## config.mk

```make
export PLATFORM = sky130hd
export DESIGN_NAME = multi_circular_deque
export DESIGN_NICKNAME = d
export VERILOG_FILES = /design/src/hw/rtl/mcd_pkg.sv /design/src/hw/rtl/mcd_entry_ram.sv /design/src/hw/rtl/mcd_engine.sv /design/src/hw/rtl/multi_circular_deque.sv
export SDC_FILE = /design/constraint.sdc
export NUM_CORES = 2
export LEC_CHECK = 0
export BUFFER_PORTS_ARGS = -buffer_cell sky130_fd_sc_hd__buf_4
export CORE_MARGIN = 4
export CORE_UTILIZATION = 60
export DETAILED_ROUTE_END_ITERATION = 7
export PLACE_DENSITY_LB_ADDON = 0.12
export SLEW_MARGIN = 40
export SYNTH_ARGS = -nofsm -noshare
export SYNTH_HDL_FRONTEND = slang
export SYNTH_SLANG_ARGS = --single-unit
export TNS_END_PERCENT = 20
```

## constraint.sdc

```tcl
create_clock -name clk -period 14.8 [get_ports clk]
set_input_delay 0.74 -clock clk [delete_from_list [all_inputs] [get_ports clk]]
set_output_delay 0.74 -clock clk [all_outputs]
set_load 0.005 [all_outputs]
```

## src/hw/rtl/mcd_pkg.sv

```systemverilog
package mcd_pkg;

  localparam int DEPTH       = 16;
  localparam int QUEUE_COUNT = 4;
  localparam int PTR_W       = $clog2(DEPTH);
  localparam int QSEL_W      = $clog2(QUEUE_COUNT);
  localparam int ADDR_W      = QSEL_W + PTR_W;
  localparam int CNT_W       = $clog2(DEPTH + 1);
  localparam int WORD_W      = 32;

  typedef enum logic [1:0] {
    OP_PUSH_REAR  = 2'd0,
    OP_PUSH_FRONT = 2'd1,
    OP_POP_FRONT  = 2'd2,
    OP_POP_REAR   = 2'd3
  } op_t;

  typedef enum logic [1:0] {
    ST_DONE      = 2'd0,
    ST_OVERFLOW  = 2'd1,
    ST_UNDERFLOW = 2'd2,
    ST_REFUSED   = 2'd3
  } status_t;

  typedef enum logic {
    REG_CAPACITY = 1'b0,
    REG_MODES    = 1'b1
  } reg_idx_t;

  typedef struct packed {
    op_t                 operation;
    logic [1:0]          queue_select;
    logic signed [31:0]  push_value;
  } cmd_t;

  typedef struct packed {
    status_t             status;
    logic signed [31:0]  popped_value;
    logic [4:0]          occupancy;
  } result_t;

  typedef struct packed {
    logic              we;
    logic              re;
    logic [ADDR_W-1:0] addr;
    logic [WORD_W-1:0] wdata;
  } ram_req_t;

  typedef struct packed {
    status_t          status;
    logic [CNT_W-1:0] occupancy;
    logic             pop_valid;
  } resp_t;

endpackage

```

## src/hw/rtl/mcd_entry_ram.sv

```systemverilog
module mcd_entry_ram (
  input  logic                           clk,
  input  mcd_pkg::ram_req_t              req,
  output logic [mcd_pkg::WORD_W-1:0]     rdata
);
  import mcd_pkg::*;

  logic [WORD_W-1:0] mem [DEPTH*QUEUE_COUNT];

  always_ff @(posedge clk) begin
    if (req.we) begin
      mem[req.addr] <= req.wdata;
    end
    if (req.re) begin
      rdata <= mem[req.addr];
    end
  end

endmodule

```

## src/hw/rtl/mcd_engine.sv

```systemverilog
module mcd_engine (
  input  logic                         clk,
  input  logic                         rst,
  input  logic                         start,
  input  mcd_pkg::cmd_t                cmd,
  input  logic [mcd_pkg::CNT_W-1:0]    cap,
  input  logic [mcd_pkg::QUEUE_COUNT-1:0] modes,
  input  logic                         clear,
  output logic                         busy,
  output mcd_pkg::ram_req_t            ram_req,
  output logic                         done,
  output mcd_pkg::resp_t               resp
);
  import mcd_pkg::*;

  typedef enum logic [1:0] {
    S_IDLE = 2'b01,
    S_EXEC = 2'b10
  } state_t;

  state_t state, state_next;

  op_t               op_r;
  logic [QSEL_W-1:0] q_r;
  logic [WORD_W-1:0] word_r;

  logic [PTR_W-1:0]       front_idx [QUEUE_COUNT];
  logic [PTR_W-1:0]       rear_idx  [QUEUE_COUNT];
  logic [QUEUE_COUNT-1:0] empty;

  logic [PTR_W-1:0] front, rear, front_next, rear_next, slot;
  logic             q_empty, empty_next, out_restr, refused, is_push, update;
  logic [CNT_W-1:0] occ, occ_next;
  status_t          status;
  logic             pop_ok;

  function automatic logic [PTR_W-1:0] step_up(logic [PTR_W-1:0] p, logic [CNT_W-1:0] c);
    logic [CNT_W-1:0] s;
    s = CNT_W'(p) + CNT_W'(1);
    return (s >= c) ? '0 : s[PTR_W-1:0];
  endfunction

  function automatic logic [PTR_W-1:0] step_down(logic [PTR_W-1:0] p, logic [CNT_W-1:0] c);
    logic [CNT_W-1:0] m;
    m = c - CNT_W'(1);
    return (p == '0 || CNT_W'(p) >= c) ? m[PTR_W-1:0] : p - PTR_W'(1);
  endfunction

  assign busy = (state == S_EXEC);

  always_comb begin
    unique case (state)
      S_IDLE:  state_next = start ? S_EXEC : S_IDLE;
      S_EXEC:  state_next = S_IDLE;
      default: state_next = S_IDLE;
    endcase
  end

  always_comb begin
    front     = front_idx[q_r];
    rear      = rear_idx[q_r];
    q_empty   = empty[q_r];
    out_restr = modes[q_r];
    if (q_empty) begin
      occ = '0;
    end else if (rear >= front) begin
      occ = CNT_W'(rear) - CNT_W'(front) + CNT_W'(1);
    end else begin
      occ = CNT_W'(rear) + cap - CNT_W'(front) + CNT_W'(1);
    end
    refused = (op_r == OP_PUSH_FRONT && !out_restr) || (op_r == OP_POP_FRONT && out_restr);
    is_push = (op_r == OP_PUSH_REAR) || (op_r == OP_PUSH_FRONT);

    front_next = front;
    rear_next  = rear;
    empty_next = q_empty;
    slot       = front;
    status     = ST_DONE;
    occ_next   = occ;
    pop_ok     = 1'b0;
    update     = 1'b0;
    ram_req    = '{we: 1'b0, re: 1'b0, addr: '0, wdata: word_r};

    if (refused) begin
      status = ST_REFUSED;
    end else if (is_push) begin
      if (occ >= cap) begin
        status = ST_OVERFLOW;
      end else begin
        update   = 1'b1;
        occ_next = occ + CNT_W'(1);
        if (q_empty) begin
          front_next = '0;
          rear_next  = '0;
          empty_next = 1'b0;
          slot       = '0;
        end else if (op_r == OP_PUSH_REAR) begin
          rear_next = step_up(rear, cap);
          slot      = rear_next;
        end else begin
          front_next = step_down(front, cap);
          slot       = front_next;
        end
        ram_req.we = busy;
      end
    end else begin
      if (q_empty) begin
        status = ST_UNDERFLOW;
      end else begin
        update   = 1'b1;
        pop_ok   = 1'b1;
        occ_next = occ - CNT_W'(1);
        slot     = (op_r == OP_POP_FRONT) ? front : rear;
        if (front == rear) begin
          front_next = '0;
          rear_next  = '0;
          empty_next = 1'b1;
        end else if (op_r == OP_POP_FRONT) begin
          front_next = step_up(front, cap);
        end else begin
          rear_next = step_down(rear, cap);
        end
        ram_req.re = busy;
      end
    end
    ram_req.addr = {q_r, slot};
  end

  always_ff @(posedge clk) begin
    if (rst) begin
      state <= S_IDLE;
      done  <= 1'b0;
      empty <= '1;
      for (int i = 0; i < QUEUE_COUNT; i++) begin
        front_idx[i] <= '0;
        rear_idx[i]  <= '0;
      end
    end else begin
      state <= state_next;
      done  <= busy;
      if (clear) begin
        empty <= '1;
        for (int i = 0; i < QUEUE_COUNT; i++) begin
          front_idx[i] <= '0;
          rear_idx[i]  <= '0;
        end
      end else if (busy && update) begin
        front_idx[q_r] <= front_next;
        rear_idx[q_r]  <= rear_next;
        empty[q_r]     <= empty_next;
      end
    end
  end

  always_ff @(posedge clk) begin
    if (start && !busy) begin
      op_r   <= cmd.operation;
      q_r    <= cmd.queue_select[QSEL_W-1:0];
      word_r <= cmd.push_value;
    end
    if (busy) begin
      resp <= '{status: status, occupancy: occ_next, pop_valid: pop_ok};
    end
  end

endmodule

```

## src/hw/rtl/multi_circular_deque.sv

```systemverilog
// Channel   Handshake            Payload
// command   start / busy         cmd       (operation, queue_select, push_value)
// result    done (one cycle)     result    (status, popped_value, occupancy)
// config    psel/penable/pwrite  paddr, pwdata, prdata; pready tied high
//
// An item is handled in steps: the engine reads the pointers, decides and
// accesses the entry RAM, then the registered RAM read returns. busy is high
// in the first; done follows in the next cycle, when a new command may be taken.
// Reset (rst, synchronous) empties every queue; no clearing pass is needed.
// The receiver cannot stall; results are never held.
module multi_circular_deque (
  input  logic                 clk,
  input  logic                 rst,
  input  logic                 start,
  input  mcd_pkg::cmd_t        cmd,
  output logic                 busy,
  output logic                 done,
  output mcd_pkg::result_t     result,
  input  logic                 psel,
  input  logic                 penable,
  input  logic                 pwrite,
  input  logic [2:0]           paddr,
  input  logic [31:0]          pwdata,
  output logic [31:0]          prdata,
  output logic                 pready
);
  import mcd_pkg::*;

  logic [4:0]             capacity_in_use;
  logic [QUEUE_COUNT-1:0] restriction_modes;
  logic [CNT_W-1:0]       cap;
  logic                   wr, clear;
  reg_idx_t               idx;
  ram_req_t               ram_req;
  logic [WORD_W-1:0]      ram_rdata;
  resp_t                  resp;

  assign pready = 1'b1;
  assign idx    = reg_idx_t'(paddr[2]);
  assign wr     = psel && penable && pwrite && pready;
  assign clear  = wr && (idx == REG_CAPACITY);

  always_comb begin
    if (capacity_in_use == '0) begin
      cap = CNT_W'(1);
    end else if (capacity_in_use > 5'(DEPTH)) begin
      cap = CNT_W'(DEPTH);
    end else begin
      cap = CNT_W'(capacity_in_use);
    end
  end

  always_ff @(posedge clk) begin
    if (rst) begin
      capacity_in_use   <= 5'(DEPTH);
      restriction_modes <= '0;
    end else if (wr) begin
      unique case (idx)
        REG_CAPACITY: capacity_in_use   <= pwdata[4:0];
        REG_MODES:    restriction_modes <= pwdata[QUEUE_COUNT-1:0];
        default:      ;
      endcase
    end
  end

  always_comb begin
    unique case (idx)
      REG_CAPACITY: prdata = 32'(capacity_in_use);
      REG_MODES:    prdata = 32'(restriction_modes);
      default:      prdata = '0;
    endcase
  end

  mcd_engine u_engine (
    .clk     (clk),
    .rst     (rst),
    .start   (start),
    .cmd     (cmd),
    .cap     (cap),
    .modes   (restriction_modes),
    .clear   (clear),
    .busy    (busy),
    .ram_req (ram_req),
    .done    (done),
    .resp    (resp)
  );

  mcd_entry_ram u_ram (
    .clk   (clk),
    .req   (ram_req),
    .rdata (ram_rdata)
  );

  always_comb begin
    result.status       = resp.status;
    result.popped_value = resp.pop_valid ? ram_rdata : '0;
    result.occupancy    = 5'(resp.occupancy);
  end

endmodule

```

## Yosys cells after proc, flatten, opt, wreduce, memory -nomap -nowiden

Memory sizes are Yosys's and may differ from the RTL's. A register that Yosys moved wholly into a read port is not among the register bits.
Index checks and enable logic that the tools add are counted.

| word-level totals | value |
|---|---|
| memories | 3 |
| output and inout port bits | 74 |
| input bits | 77 |
| logic and storage cells | 164 |
| bits in registers | 60 |
| bits in writable memories | 2,080 |

Memories:

| name | depth | bits a word | rd ports | clocked after Yosys merged registers in | write ports | line | source |
|---|---|---|---|---|---|---|---|
| u_ram.mem | 64 | 32 | 1 | 1 | 1 | mcd_entry_ram.sv:8 | `logic [WORD_W-1:0] mem [DEPTH*QUEUE_COUNT];` |
| u_engine.front_idx | 4 | 4 | 1 | 1 | 4 | mcd_engine.sv:27 | `logic [PTR_W-1:0] front_idx [QUEUE_COUNT];` |
| u_engine.rear_idx | 4 | 4 | 1 | 1 | 4 | mcd_engine.sv:28 | `logic [PTR_W-1:0] rear_idx [QUEUE_COUNT];` |

| operators by class | value |
|---|---|
| add/sub/neg operators | 12 |
| equality and inequality tests | 5 |
| mux-type cells | 89 |
| reductions and logical operators | 25 |
| order comparisons | 9 |
| bitwise logic cells | 10 |

Operators with widths:

| kind | number |
|---|---|
| 2-to-1 mux 4 bit | 37 |
| one-hot mux 32 bit (2 select lines) | 1 |
| 2-to-1 mux 5 bit | 8 |
| 2-to-1 mux 32 bit | 1 |
| 2-to-1 mux 1 bit | 30 |
| 2-to-1 mux 2 bit | 8 |
| adder 5 x 1 -> 5 bit, second input constant | 3 |
| greater-or-equal comparator 5 bit | 3 |
| subtractor 4 x 1 -> 4 bit, second input constant | 3 |
| adder 4 x 1 -> 5 bit, second input constant | 2 |
| greater-or-equal comparator 4 x 5 -> 1 bit | 2 |
| logical AND 1 bit | 8 |
| zero test 4 bit | 2 |
| bitwise OR 1 bit | 8 |
| OR reduction 4 bit | 2 |
| OR reduction 2 bit | 3 |
| adder 4 x 5 -> 5 bit | 1 |
| > comparator 5 bit, second input constant | 1 |
| zero test 5 bit | 1 |
| subtractor 4 x 4 -> 5 bit | 1 |
| subtractor 5 x 1 -> 5 bit, second input constant | 1 |
| subtractor 5 x 4 -> 5 bit | 1 |
| binary-select mux 1 bit (select 2 bit) | 2 |
| bitwise mux 4 bit | 1 |
| other kinds (12) | 20 |

## Longest topological paths before layout

| depth | value |
|---|---|
| depth after elaboration | 19 |
| gate-level depth with buffers | 29 |
| mapped depth without buffers | 23 |

## Modules after synthesis

A second synthesis with hierarchy kept.

| unflattened totals | value |
|---|---|
| cell total of the unflattened synthesis | 4,874 |
| area, all modules | 85,747.2 sq um |

Modules (own cells, without submodules):

| module | seq. area each (sq um) | area an instance (sq um) | cells an instance | times used |
|---|---|---|---|---|
| mcd_entry_ram | 62,459.9 | 79,248.5 | 4,239 | 1 |
| mcd_engine | 2,462.4 | 5,585.4 | 520 | 1 |
| multi_circular_deque | 180.2 | 913.4 | 115 | 1 |

## Worst setup path before layout

OpenSTA, ideal clock, no wires.

| timing path | value |
|---|---|
| path kind | reg-to-reg |
| start | reg with a tool-made name |
| end | mem u_ram.mem[12][0] (enable) |
| cell stages (with the launch flop) | 22 |
| slack | 7.504 ns |
| clock period less this slack | 7.296 ns |
| arrival | 6.875 ns |
| buffers on the path | 3 |
| path through | dfxtp_1 -> buf_6 -> mux4_2 -> buf_1 -> fa_1 -> inv_1 -> ha_1 -> a21o_1 -> a21oi_1 -> xnor2_1 -> nor2_1 -> a211oi_1 -> ha_1 -> a21o_1 -> a31oi_1 -> nand2b_1 -> a2111oi_0 -> or2_2 -> clkbuf_1 -> and2_1 -> nand3_1 -> nor2_1 |

RTL lines:

| what | line |
|---|---|
| to (decl) | mcd_entry_ram.sv:8 |

==> flow_summary.json <==
{
  "path_clk_slew_ps": 70,
  "syn-instance-count": 3873,
  "avgSynthCellArea_um2": 21.7,
  "hold-worst-slack_ps": 79.3,
  "min_period_ps": 8890,
  "num_antenna_cells": 0,
  "startpoint_type": "register",
  "final_area_um2": 94400,
  "synth_ff_type": "edfxtp_1",
  "post_dp_cell_area_um2": 88000,
  "cp.required_ps": 15340,
  "maxCapViolations": 0,
  "wl_per_cell_um": 33.6,
  "rsz0062_at_grt": "false",
  "grt_pass1_vias": 40770,
  "antenna_found_initial": 2,
  "postCtsSetupRepairBufs": 0,
  "ioPinCount": 151,
  "worst_slew_margin_rel": 0.413,
  "hpwl_um": 106000,
  "final_nets": 4234,
  "htreeDepth": 4,
  "timing.final.setup_violations": 0,
  "cp.arrival_ps": 9430,
  "worst_slew_pin_slew_ps": 878,
  "synth_seq_area_share": 0.773,
  "clk-insertion-delay-late_ps": 840,
  "clock-sinks": 2174,
  "cts_buffers": 205,
  "ant_nets": 0,
  "rows": 137,
  "clock_path_buffers": 3,
  "synth_area_um2": 84200,
  "fillers": 8723,
  "die-area_um2": 146000,
  "die_y_um": 383,
  "yosys_warnings": 0,
  "status": "finished clean",
  "muxShareOfSynthArea": 0.140,
  "critical_path_class": "register to register",
  "wl_um": 207000,
  "irDropWorstVdd_mv": 0.129,
  "fmax_mhz": 112,
  "cp-end-kind": "register",
  "syn_to_final_growth_pct": 12.1,
  "synth-edff-count": 2156,
  "ys_ff_latch": 2174,
  "grt_first_pass_wirelength_um": 298000,
  "power_mw": 12.8,
  "final.period_utilization": 0.601,
  "cts_hold_buf": 0,
  "cpPeakStageDelay_ps": 780,
  "viasPerCell": 6.73,
  "cp_top_family": "compound AO/OA/AOI/OAI gates",
  "finalSetupTns_ps": 0,
  "synth_top_family_by_area": "multiplexers",
  "grt.overflow.total": 0,
  "cts_root_buffer": "clkbuf_16",
  "critical_path.max_fanout": 121,
  "drt_iter0_markers": 5515,
  "num_vias": 41399,
  "die_w_um": 383,
  "drive_gt1_frac": 0.266,
  "final_common_cell": "edfxtp_1",
  "critPathBufInv": 4,
  "ys_types": 71,
  "skew_ps": 32.6,
  "static-leakage-power_nw": 29.7,
  "crit_path_top_delay_cell": "mux4_2",
  "initial_utilization": 0.604,
  "powerDensity_nw_per_um2": 136,
  "synth_fa_ha_area_frac": 0.00781,
  "coreArea_um2": 140000,
  "tritoncts": "yes",
  "cts_resized": 0,
  "hold_path_class": "input port to register",
  "path_cells": "mux4_2, fa_1, inv_1, ha_1, a21o_1, a21oi_1, xnor2_1, nor2_1, a211oi_1, ha_1, a21o_1, a311oi_2, a221oi_1, a211oi_4, buf_4, buf_12, buf_4, mux4_2, a22o_1, a221oi_1, nand4_1",
  "drc": 0,
  "setup_ws_ps": 5910,
  "synthSimpleGateAreaFrac": 0.0242,
  "synth_compound_area_frac": 0.0362,
  "finalHoldViolations": 0,
  "pre_cts_slack_ps": 5830,
  "io_buffers": 93,
  "grt_max_degree": 139,
  "routabilityCongestion": 0.871,
  "ys_async_sr_fraction": 0,
  "layout_common_cells": "edfxtp_1 (2156), mux4_2 (512), buf_4 (228)",
  "grt_util_all_layers": 0.287,
  "dr.pass1.iters": 7,
  "drv_slew": 0,
  "synth-xor-area-share": 0.00135
}
[flip-flops by register name, summed over array words and instances (netlist names), named ones only]
signal	cells
capacity_in_use	5
restriction_modes	4
u_engine.done	1
u_engine.empty	4
u_engine.front_idx	16
u_engine.op_r	2
u_engine.q_r	2
u_engine.rear_idx	16
u_engine.resp	8
u_engine.state	2
u_engine.word_r	32
u_ram.mem	2048
u_ram.rdata	32
[stage by stage]
step                std cells   util
floorplan                3899      -
finish                   6151  0.677
global placement         5771  0.629
CTS                      6149  0.676
detailed placement       5775  0.630
global route             6151  0.677
[kinds of logic (layout without fill, tap and decap cells)]
family                   count (synthesis)  in the layout
flip-flops                            2174           2174
multiplexers                           540            540
AO/OA/AOI/OAI                          416            416
AND/OR/NAND/NOR                        402            402
buffers and inverters                  277            653
adder cells (fa/ha/maj)                 49             49
XOR/XNOR                                13             13
other                                    2             28
[worst paths after layout]
kind	slack (ps)	startpoint	cells past startpoint	endpoint
min	80	cmd[35]	1	u_engine.op_r[1]
max	5910	register	21	u_ram.rdata[20]
max reg2reg	5910	register	21	u_ram.rdata[20]
min reg2reg	440	u_engine.state[1]	1	u_engine.state[1]
[report_power, final]
| part | total (mW) | switching, mW | leakage, nW | internal [mW] |
|---|---|---|---|---|
| combinational | 1.01 | 0.601 | 7.00 | 0.413 |
| sequential | 6.80 | 0.00668 | 19.6 | 6.79 |
| clock | 5.03 | 2.23 | 3.11 | 2.80 |
[cells in the mapped netlist (all sizes together), types with 2 or more instances]
cell type	instances	area [um^2]
o21ai	49	249
xor2	7	61.3
edfxtp	2156	64700
or3	4	25.0
a31o	2	17.5
a22o	32	280
and4	28	245
a21oi	44	220
nand3	18	90.1
mux4	512	11500
o211ai	3	22.5
and2	38	238
nand2b	15	101
a22oi	201	1520
nor2	137	514
or2	8	50.1
a221oi	31	278
o22ai	3	18.8
mux2i	20	200
clkbuf	101	380
a211o	3	26.3
nand2	73	279
conb	2	7.51
xnor2	6	52.6
dfxtp	18	360
a21o	8	60.1
ha	43	538
and3	5	31.3
a211oi	7	62.6
a21bo	2	20.0
fa	6	120
nor2b	8	50.1
mux2	8	90.1
a31oi	11	68.8
nand4	38	238
o22a	6	52.6
buf	139	905
nor3	24	130
inv	37	139
o21a	2	15.0
o32ai	2	36.3
[metal layers]
| metal | wire [um] | share of wire | global-route usage |
|---|---|---|---|
| met1 | 82100 | 0.40 | 0.428 |
| met2 | 98400 | 0.48 | 0.441 |
| met3 | 19700 | 0.095 | 0.0536 |
| met4 | 6640 | 0.032 | 0.0913 |
| met5 | 0 | 0 | 0 |
[worst register-to-register path: cells and delay by family, from the launching register on]
family,cells,cell delay [ps]
flops,1,660
fa+ha+maj,3,1270
xor+xnor,1,170
mux,2,1240
simple gates,2,260
compound gates,9,3230
buf+inv,4,1790
[final cells by class]
class,count,area [um^2],share of cell area
tap,1876,2350,0.0249
timing repair buffer,242,2010,0.0213
inverter,37,141,0.00150
multi-input combinational,1448,18400,0.195
clock inverter,117,1090,0.0115
clock buffer,257,5330,0.0564
sequential,2174,65100,0.689
No activity file was read; power rests on OpenSTA's default activity.
